### src/rtl/fbpa_pkg.sv
`timescale 1ns / 1ps
// ----------------------------------------------------------------------------
// fbpa_pkg
// Shared widths, codes and types of the fixed block pool allocator.
// ----------------------------------------------------------------------------
package fbpa_pkg;

  localparam int DEF_MAX_BLOCKS = 64;

  // Field widths
  localparam int REQ_W       = 16;
  localparam int IDX_PORT_W  = 6;
  localparam int BLK_CFG_W   = 7;
  localparam int BYTES_CFG_W = 16;
  localparam int TOTAL_W     = 22;
  localparam int SERIAL_W    = 32;
  localparam int LIVE_OUT_W  = 7;
  localparam int CFG_W       = 16;
  localparam int CFG_IDX_W   = 1;

  // Stream payload widths, padded to whole bytes
  localparam int IN_TDATA_W  = 24;
  localparam int OUT_TDATA_W = 96;

  // Register reset values
  localparam logic [BLK_CFG_W-1:0]   BLOCKS_RST = 7'd64;
  localparam logic [BYTES_CFG_W-1:0] BYTES_RST  = 16'd64;

  localparam logic [TOTAL_W-1:0] TOTAL_MAX = 22'h3F_FFFF;

  typedef enum logic [CFG_IDX_W-1:0] {
    REG_BLOCKS_IN_USE = 1'b0,
    REG_BLOCK_BYTES   = 1'b1
  } cfg_reg_t;

  typedef enum logic {
    OP_ALLOC = 1'b0,
    OP_FREE  = 1'b1
  } op_t;

  typedef enum logic [1:0] {
    ST_OK       = 2'd0,
    ST_BUDGET   = 2'd1,
    ST_NO_FREE  = 2'd2,
    ST_BAD_FREE = 2'd3
  } status_t;

  typedef enum logic {
    S_IDLE   = 1'b0,
    S_LOOKUP = 1'b1
  } state_t;

  // Controller to datapath commands
  typedef struct packed {
    logic capture;  // latch request, start size store read
    logic commit;   // update state, load result register
  } cmd_t;

  // One result
  typedef struct packed {
    status_t                 status;
    logic [IDX_PORT_W-1:0]   granted_index;
    logic [SERIAL_W-1:0]     alloc_number;
    logic [TOTAL_W-1:0]      bytes_in_use;
    logic [TOTAL_W-1:0]      peak_bytes;
    logic [LIVE_OUT_W-1:0]   live_blocks;
    logic                    pool_full;
  } result_t;

endpackage

### src/rtl/fixed_block_pool_allocator.sv
`timescale 1ns / 1ps
// ----------------------------------------------------------------------------
// fixed_block_pool_allocator
// Pool allocator for equal-sized blocks with byte budget, peak and serials.
// ----------------------------------------------------------------------------
// A request has an accept and a lookup cycle: the accept cycle latches it,
// reads the stored size of the addressed block and forms the byte budget
// (block_bytes times active blocks); the lookup cycle runs the priority
// search over the in-use bitmap, checks the budget and commits. A new
// request is accepted the cycle after commit, so none is taken before the
// last one commits; a result left waiting in the output register holds the
// next request in lookup until it is taken. An allocate grants the lowest
// free block below the active count; a free of a block that is not in use
// answers status 3 and changes nothing. Write configuration only while idle.
// The per-block size store comes up undefined and needs no clearing pass.
module fixed_block_pool_allocator #(
  parameter int MAX_BLOCKS = fbpa_pkg::DEF_MAX_BLOCKS
) (
  input  logic                              clk,
  input  logic                              rst_n,
  // Request stream
  input  logic                              in_tvalid,
  output logic                              in_tready,
  // [15:0] request_bytes, [21:16] block_index, [23:22] zero
  input  logic [fbpa_pkg::IN_TDATA_W-1:0]   in_tdata,
  // [0] operation
  input  logic                              in_tuser,
  // Result stream
  output logic                              out_tvalid,
  input  logic                              out_tready,
  // [5:0] granted_index, [37:6] alloc_number, [59:38] bytes_in_use,
  // [81:60] peak_bytes, [88:82] live_blocks, [89] pool_full, [95:90] zero
  output logic [fbpa_pkg::OUT_TDATA_W-1:0]  out_tdata,
  // [1:0] status
  output logic [1:0]                        out_tuser,
  // Configuration write port
  input  logic                              cfg_wr_en,
  input  logic [fbpa_pkg::CFG_IDX_W-1:0]    cfg_index,
  input  logic [fbpa_pkg::CFG_W-1:0]        cfg_wdata
);
  import fbpa_pkg::*;

  localparam int OUT_USED_W = IDX_PORT_W + SERIAL_W + 2 * TOTAL_W + LIVE_OUT_W + 1;

  cmd_t    cmd;
  result_t result;

  fbpa_ctrl u_ctrl (
    .clk        (clk),
    .rst_n      (rst_n),
    .in_tvalid  (in_tvalid),
    .in_tready  (in_tready),
    .out_tvalid (out_tvalid),
    .out_tready (out_tready),
    .cmd        (cmd)
  );

  // Unpack the request fields straight into the datapath
  fbpa_datapath #(
    .MAX_BLOCKS (MAX_BLOCKS)
  ) u_datapath (
    .clk        (clk),
    .rst_n      (rst_n),
    .cmd        (cmd),
    .req_op     (in_tuser),
    .req_bytes  (in_tdata[REQ_W-1:0]),
    .req_index  (in_tdata[REQ_W+IDX_PORT_W-1:REQ_W]),
    .cfg_wr_en  (cfg_wr_en),
    .cfg_index  (cfg_index),
    .cfg_wdata  (cfg_wdata),
    .result     (result)
  );

  // Pack the result, first field in the lowest bits
  assign out_tdata = {
    (OUT_TDATA_W - OUT_USED_W)'(0),
    result.pool_full,
    result.live_blocks,
    result.peak_bytes,
    result.bytes_in_use,
    result.alloc_number,
    result.granted_index
  };
  assign out_tuser = result.status;

endmodule

### src/rtl/fbpa_ctrl.sv
`timescale 1ns / 1ps
// ----------------------------------------------------------------------------
// fbpa_ctrl
// Two-state sequencer: capture a request, then commit it once the result
// register is free. Owns the result valid flag.
// ----------------------------------------------------------------------------
module fbpa_ctrl (
  input  logic          clk,
  input  logic          rst_n,
  input  logic          in_tvalid,
  output logic          in_tready,
  output logic          out_tvalid,
  input  logic          out_tready,
  output fbpa_pkg::cmd_t cmd
);
  import fbpa_pkg::*;

  state_t state_r, state_nxt;
  logic   out_valid_r, out_valid_nxt;

  always_comb begin
    state_nxt = state_r;
    case (state_r)
      S_IDLE: begin
        if (in_tvalid) state_nxt = S_LOOKUP;
      end
      S_LOOKUP: begin
        if (!out_valid_r || out_tready) state_nxt = S_IDLE;
      end
      default: state_nxt = S_IDLE;
    endcase
  end

  always_comb begin
    in_tready   = 1'b0;
    cmd.capture = 1'b0;
    cmd.commit  = 1'b0;
    case (state_r)
      S_IDLE: begin
        in_tready   = 1'b1;
        cmd.capture = in_tvalid;
      end
      S_LOOKUP: begin
        cmd.commit = !out_valid_r || out_tready;
      end
      default: ;
    endcase
  end

  always_comb begin
    out_valid_nxt = out_valid_r;
    if (cmd.commit)      out_valid_nxt = 1'b1;
    else if (out_tready) out_valid_nxt = 1'b0;
  end

  always_ff @(posedge clk) begin
    if (!rst_n) begin
      state_r     <= S_IDLE;
      out_valid_r <= 1'b0;
    end else begin
      state_r     <= state_nxt;
      out_valid_r <= out_valid_nxt;
    end
  end

  assign out_tvalid = out_valid_r;

`ifndef SYNTHESIS
  // A request waits in lookup while the previous result is not taken.
  a_hold_lookup: assert property (@(posedge clk) disable iff (!rst_n)
    state_r == S_LOOKUP && out_valid_r && !out_tready |=> state_r == S_LOOKUP)
    else $error("request left lookup while result register blocked");

  // An accepted request is always followed by a lookup cycle.
  a_capture_lookup: assert property (@(posedge clk) disable iff (!rst_n)
    cmd.capture |=> state_r == S_LOOKUP && !in_tready)
    else $error("accepted request not followed by lookup");
`endif

endmodule

### src/rtl/fbpa_datapath.sv
`timescale 1ns / 1ps
// ----------------------------------------------------------------------------
// fbpa_datapath
// Pool state, size store, free-block search, budget check and result register.
// ----------------------------------------------------------------------------
module fbpa_datapath #(
  parameter int MAX_BLOCKS = fbpa_pkg::DEF_MAX_BLOCKS
) (
  input  logic                             clk,
  input  logic                             rst_n,
  input  fbpa_pkg::cmd_t                   cmd,
  input  logic                             req_op,
  input  logic [fbpa_pkg::REQ_W-1:0]       req_bytes,
  input  logic [fbpa_pkg::IDX_PORT_W-1:0]  req_index,
  input  logic                             cfg_wr_en,
  input  logic [fbpa_pkg::CFG_IDX_W-1:0]   cfg_index,
  input  logic [fbpa_pkg::CFG_W-1:0]       cfg_wdata,
  output fbpa_pkg::result_t                result
);
  import fbpa_pkg::*;

  localparam int IDX_W   = (MAX_BLOCKS > 1) ? $clog2(MAX_BLOCKS) : 1;
  localparam int CNT_RAW = $clog2(MAX_BLOCKS + 1);
  localparam int CNT_W   = (CNT_RAW > BLK_CFG_W) ? CNT_RAW : BLK_CFG_W;
  localparam int BUD_W   = BYTES_CFG_W + CNT_W;
  localparam int WANT_W  = TOTAL_W + 1;
  localparam int CMP_W   = (BUD_W > WANT_W) ? BUD_W : WANT_W;

  // Configuration
  logic [BLK_CFG_W-1:0]   blocks_cfg_r;
  logic [BYTES_CFG_W-1:0] bytes_cfg_r;

  // Pool state
  logic [MAX_BLOCKS-1:0]  used_map_r, used_map_nxt;
  logic [TOTAL_W-1:0]     byte_total_r, byte_total_nxt;
  logic [TOTAL_W-1:0]     byte_peak_r, byte_peak_nxt;
  logic [CNT_W-1:0]       live_count_r, live_count_nxt;
  logic [SERIAL_W-1:0]    serial_r;

  // Size store
  logic [REQ_W-1:0]       size_mem [MAX_BLOCKS];
  logic [REQ_W-1:0]       size_rd_r;

  // Captured request
  logic                   op_r;
  logic [REQ_W-1:0]       req_r;
  logic [IDX_W-1:0]       idx_r;
  logic                   idx_ok_r;
  logic [BUD_W-1:0]       budget_r;

  logic [CNT_W-1:0]       act;
  logic [MAX_BLOCKS-1:0]  free_vec;
  logic                   found;
  logic [IDX_W-1:0]       grant;
  logic [WANT_W-1:0]      want;
  logic                   over;
  logic                   idx_used;
  logic                   alloc_ok;
  logic                   free_ok;
  status_t                status;

  // Active block count, saturated to the pool size
  assign act = (CNT_W'(blocks_cfg_r) > CNT_W'(MAX_BLOCKS)) ? CNT_W'(MAX_BLOCKS)
                                                            : CNT_W'(blocks_cfg_r);

  always_ff @(posedge clk) begin
    if (!rst_n) begin
      blocks_cfg_r <= BLOCKS_RST;
      bytes_cfg_r  <= BYTES_RST;
    end else if (cfg_wr_en) begin
      case (cfg_reg_t'(cfg_index))
        REG_BLOCKS_IN_USE: blocks_cfg_r <= cfg_wdata[BLK_CFG_W-1:0];
        REG_BLOCK_BYTES:   bytes_cfg_r  <= cfg_wdata[BYTES_CFG_W-1:0];
        default: ;
      endcase
    end
  end

  // Capture request and precompute the byte budget
  always_ff @(posedge clk) begin
    if (cmd.capture) begin
      op_r     <= req_op;
      req_r    <= req_bytes;
      idx_r    <= IDX_W'(req_index);
      idx_ok_r <= (32'(req_index) < MAX_BLOCKS);
      budget_r <= BUD_W'(bytes_cfg_r) * BUD_W'(act);
    end
  end

  // Size store: read on capture, write on a granted allocate
  always_ff @(posedge clk) begin
    if (cmd.capture) size_rd_r <= size_mem[IDX_W'(req_index)];
    if (cmd.commit && alloc_ok) size_mem[grant] <= req_r;
  end

  // Lowest free active block
  always_comb begin
    for (int i = 0; i < MAX_BLOCKS; i++) begin
      free_vec[i] = !used_map_r[i] && (CNT_W'(i) < act);
    end
  end

  always_comb begin
    found = 1'b0;
    grant = '0;
    for (int i = MAX_BLOCKS - 1; i >= 0; i--) begin
      if (free_vec[i]) begin
        found = 1'b1;
        grant = IDX_W'(i);
      end
    end
  end

  assign want     = WANT_W'(req_r) + WANT_W'(byte_total_r);
  assign over     = want[WANT_W-1] || (CMP_W'(want) > CMP_W'(budget_r));
  assign idx_used = idx_ok_r && used_map_r[idx_r];

  always_comb begin
    alloc_ok = 1'b0;
    free_ok  = 1'b0;
    status   = ST_OK;
    if (op_r == OP_ALLOC) begin
      if (over)        status = ST_BUDGET;
      else if (!found) status = ST_NO_FREE;
      else             alloc_ok = 1'b1;
    end else begin
      if (!idx_used) status = ST_BAD_FREE;
      else           free_ok = 1'b1;
    end
  end

  always_comb begin
    used_map_nxt   = used_map_r;
    byte_total_nxt = byte_total_r;
    byte_peak_nxt  = byte_peak_r;
    live_count_nxt = live_count_r;
    if (alloc_ok) begin
      used_map_nxt[grant] = 1'b1;
      byte_total_nxt      = want[TOTAL_W-1:0];
      if (want[TOTAL_W-1:0] > byte_peak_r) byte_peak_nxt = want[TOTAL_W-1:0];
      live_count_nxt      = live_count_r + CNT_W'(1);
    end else if (free_ok) begin
      used_map_nxt[idx_r] = 1'b0;
      byte_total_nxt = (byte_total_r >= TOTAL_W'(size_rd_r))
                     ? byte_total_r - TOTAL_W'(size_rd_r) : '0;
      if (live_count_r != '0) live_count_nxt = live_count_r - CNT_W'(1);
    end
  end

  always_ff @(posedge clk) begin
    if (!rst_n) begin
      used_map_r   <= '0;
      byte_total_r <= '0;
      byte_peak_r  <= '0;
      live_count_r <= '0;
      serial_r     <= '0;
    end else if (cmd.commit) begin
      used_map_r   <= used_map_nxt;
      byte_total_r <= byte_total_nxt;
      byte_peak_r  <= byte_peak_nxt;
      live_count_r <= live_count_nxt;
      if (alloc_ok) serial_r <= serial_r + SERIAL_W'(1);
    end
  end

  // Result register
  always_ff @(posedge clk) begin
    if (cmd.commit) begin
      result.status        <= status;
      result.granted_index <= alloc_ok ? IDX_PORT_W'(grant) : '0;
      result.alloc_number  <= alloc_ok ? serial_r : '0;
      result.bytes_in_use  <= byte_total_nxt;
      result.peak_bytes    <= byte_peak_nxt;
      result.live_blocks   <= LIVE_OUT_W'(live_count_nxt);
      result.pool_full     <= (live_count_nxt == act);
    end
  end

`ifndef SYNTHESIS
  a_live_matches_map: assert property (@(posedge clk) disable iff (!rst_n)
    32'(live_count_r) == $countones(used_map_r))
    else $error("live count out of step with in-use bitmap");

  a_peak_covers_total: assert property (@(posedge clk) disable iff (!rst_n)
    byte_peak_r >= byte_total_r)
    else $error("byte peak below byte total");

  a_peak_monotonic: assert property (@(posedge clk) disable iff (!rst_n)
    $past(rst_n) |-> byte_peak_r >= $past(byte_peak_r))
    else $error("byte peak decreased");
`endif

endmodule

### config.mk
export PLATFORM = sky130hd
export DESIGN_NAME = fixed_block_pool_allocator
export DESIGN_NICKNAME = d
export VERILOG_FILES = /design/src/rtl/fbpa_pkg.sv /design/src/rtl/fixed_block_pool_allocator.sv /design/src/rtl/fbpa_ctrl.sv /design/src/rtl/fbpa_datapath.sv
export SDC_FILE = /design/constraint.sdc
export NUM_CORES = 2
export LEC_CHECK = 0
export BUFFER_PORTS_ARGS = -buffer_cell sky130_fd_sc_hd__buf_2
export CORE_MARGIN = 4
export CORE_UTILIZATION = 60
export DETAILED_ROUTE_END_ITERATION = 8
export GPL_TIMING_DRIVEN = 0
export PLACE_DENSITY = 0.76
export SKIP_CTS_REPAIR_TIMING = 1
export SLEW_MARGIN = 20
export SYNTH_ARGS = -nofsm -noshare
export SYNTH_HDL_FRONTEND = slang
export SYNTH_SLANG_ARGS = --single-unit
### constraint.sdc
create_clock -name clk -period 9.4 [get_ports clk]
set_input_delay 0.94 -clock clk [delete_from_list [all_inputs] [get_ports clk]]
set_output_delay 0.94 -clock clk [all_outputs]
set_load 0.1 [all_outputs]
==> results.md <==
* Min-delay src: in_tdata[4]
* Worst Path Required at 9780 ps
* Area leader, netlist: edfxtp_1
* Worst skew pair latency at 780 ps
* Syn avg cell area at 15.5 sq um
* CP cell instances: buf_8 > ha_1 > fa_1 > a211oi_1 > o21ai_0 > a2111oi_1 > o21bai_1 > a21oi_1 > o21bai_1 > xor2_1 > ha_1 > and4_1 > nand4_1 > nor4_1 > o22ai_1 > or3_1 > a2111oi_4 > clkbuf_1 > nand4_1 > nor2_2
* H-tree depth at 4
* Die Y at 326 microns
* Initial DRC Count at 5045
* Layout area overhead at 14.4%
* MaxCap Viol Count at 0
* Crit Path Class: flop to flop
* DP HPWL at 124000 microns
* Dpl cells at 5524
* Slack of the critical path at 448 ps
* Place WS at 713 ps
* Synth unique cells at 106
* Peak VDD IR at 219 uV
* Asr flop ratio synth at 0%
* Leakage at 24.1 nW
* Worst reg2reg path endpoint: u_datapath.size_mem[22][11]
* Placed inst area at 65000 sq um
* Multi-input combinational cell area at 20500 sq um
* Via density at 6.76
* Hold path depth at 1
* Post-synthesis cell count at 3917
* Final ANT Viol Nets at 0
* Num CTS Buffers at 136
* RSZ-0062 raised after global routing: false
* Post-Layout Cell Count at 5780
* Die area at 106000 sq um
* Pins Over Slew Limit at 0
* RR Startpoint: u_datapath.req_r[0]
* Gp weighted congestion at 0.987
* 1st-pass router iterations at 5
* R2R depth at 20
* Post-route cell area at 69500 sq um
* HP Class: input port to flop
* Post-synth EDFFs at 1178
* Relative slew slack at 18.8%
* Tot GR Track Use at 34.7%
* Ports at 147
* Worst path max stage delay at 1020 ps
* Total gr overflow at 0
* CTS Buffer Depth at 3
* DIE WIDTH at 326 microns
* Clk root buf: clkbuf_16
* Crit start category: flop
* Max Clock Freq at 112 MHz
* Layout cells sized above 1 at 21.9%
* Status: complete, no violations
* Register area at 38800 sq um
* Fin crit period at 8950 ps
* Crit path arrival time at 9330 ps
* PwrDens at 198 nW/um^2
* Initial antenna violation count at 15
* Most common cell in the netlist: edfxtp_1
* Global-route wire length before repair at 266000 microns
* # DRC at 0
* Slew @ Worst Pin at 1220 ps
* Final WL at 184000 microns
* Final Hold Fails at 0
* Mapped Area at 60700 sq um
* IO Port Bufs at 138
* Setup violators final at 0
* Seq/Total Area, Yosys at 63.9%
* Clock slew at reported path FFs at 60 ps
* Ys Warns at 0
* Worst hold endpoint: u_datapath.req_r[4]
* Final #Nets at 4546
* TritonCTS clock tree: yes
* Cell with the largest stage delay on the worst path: nor2_2
* Largest net degree at the start of global routing at 59
* Period utilization at 95.2%
* Filler Cells Inserted at 6359
* Via count at 39.1k
* Most common flop cell mapped by yosys: edfxtp_1
* Critical Path Sink Type: flop
* Largest cells by area after synthesis: edfxtp_1 58%, mux4_2 13%, dfxtp_1 5.7%
* Core Area at 100000 sq um
* Vias in the first global route at 38.2k
* Clk_skew at 42.8 ps
* TNS Setup at 0 ps
* Sink Count at 1350
* FP Rows at 116
* Initial core utilization at 60.6%
* Post-synthesis register bit count at 1350
* R2R Setup Slk at 450 ps
* Crit path max fanout at 17
* Min Hold Slack at 351 ps
* Share of the synthesized area in the top cell type at 58.2%
* DR WL/cell at 31.8 microns
* Most instantiated cells after synthesis: 1178 x edfxtp_1, 338 x mux4_2, 256 x nor2_1
routing by layer:
| metal | routed length, microns | track usage (%) | up-vias |
|---|---|---|---|
| li1 | - | - | 16075 |
| met1 | 66000 | 45.9 | 19763 |
| met2 | 86800 | 55.3 | 2697 |
| met3 | 19400 | 6.97 | 524 |
| met4 | 11500 | 17.9 | 8 |
| met5 | 51 | 0 | - |
worst max path at each step:
| stage | from | end | cells after the start |
|---|---|---|---|
| 2_1_floorplan | u_datapath.req_r[0] | u_datapath.size_mem[24][0] | 19 |
| 3_3_place_gp | u_datapath.req_r[0] | u_datapath.size_mem[21][0] | 19 |
| 3_5_place_dp | u_datapath.req_r[0] | u_datapath.size_mem[22][15] | 20 |
| 4_1_cts | u_datapath.req_r[0] | u_datapath.size_mem[22][15] | 20 |
| 5_1_grt | u_datapath.req_r[0] | u_datapath.size_mem[22][14] | 20 |
| 6_report | u_datapath.req_r[0] | u_datapath.size_mem[22][11] | 20 |
critical path, delay by kind of cell (launching register included):
family / cells / cell delay (ps)
AO/OA/AOI/OAI: 8 / 2360
XOR/XNOR: 1 / 580
adder cells (fa/ha/maj): 3 / 970
buffers and inverters: 2 / 940
flip-flops: 1 / 700
AND/OR/NAND/NOR: 6 / 2960
state kept, by name, indices dropped and copies added, names as in the netlist, 22 cells and up:
register / flops
u_datapath.byte_peak_r: 22
u_datapath.serial_r: 32
u_datapath.used_map_r: 64
u_datapath.byte_total_r: 22
u_datapath.result: 92
u_datapath.budget_r: 23
u_datapath.size_mem: 1024
power breakdown:
part           leakage, nW  switching [W]  internal [W]
sequential            12.1      0.0000718       0.00662
clock                 2.19        0.00238       0.00318
combinational         9.80        0.00102      0.000471
area by class of cell:
cell class	instances	area share, %
well taps	1357	2.44
clock buffers	178	5.30
multi-input cells	2156	29.5
inverters	191	1.03
repair buffers	246	3.33
flip-flops and latches	1350	55.9
clock inverters	66	1.16
plain buffers	225	1.38
diodes	11	0.0396
layout by cell type (no fill, tap or decap), drive strengths merged, types with 26 or more instances in the layout:
cell / n
clkbuf: 331
nand2: 227
and2: 64
nor2: 257
buf: 318
a31oi: 26
dfxtp: 172
mux4: 338
o21ai: 123
edfxtp: 1178
ha: 122
a21o: 32
xor2: 28
inv: 194
or3: 32
nand3: 56
fa: 71
a21oi: 149
and3: 41
nor3: 41
clkinv: 46
a211oi: 27
o211ai: 55
o22ai: 32
xnor2: 41
through the flow:
step           total power, W  util, %
4_1_cts                0.0137     69.3
3_3_place_gp          0.00819     63.0
3_5_place_dp          0.00825     64.8
6_report               0.0137     69.3
2_1_floorplan         0.00775        -
5_1_grt                0.0141     69.3
kinds of logic after synthesis:
logic type	after synthesis	share of synthesized area, %
DFF	1350	63.9
buffers and inverters	416	2.73
xor gates and xnor gates	70	1.03
adders and majority gates	193	4.85
other	1	0.00617
AOI/OAI and AO/OA	635	7.08
and+or+nand+nor	871	7.10
muxes	381	13.3
Note: power is estimated with default switching activity, not from simulation.
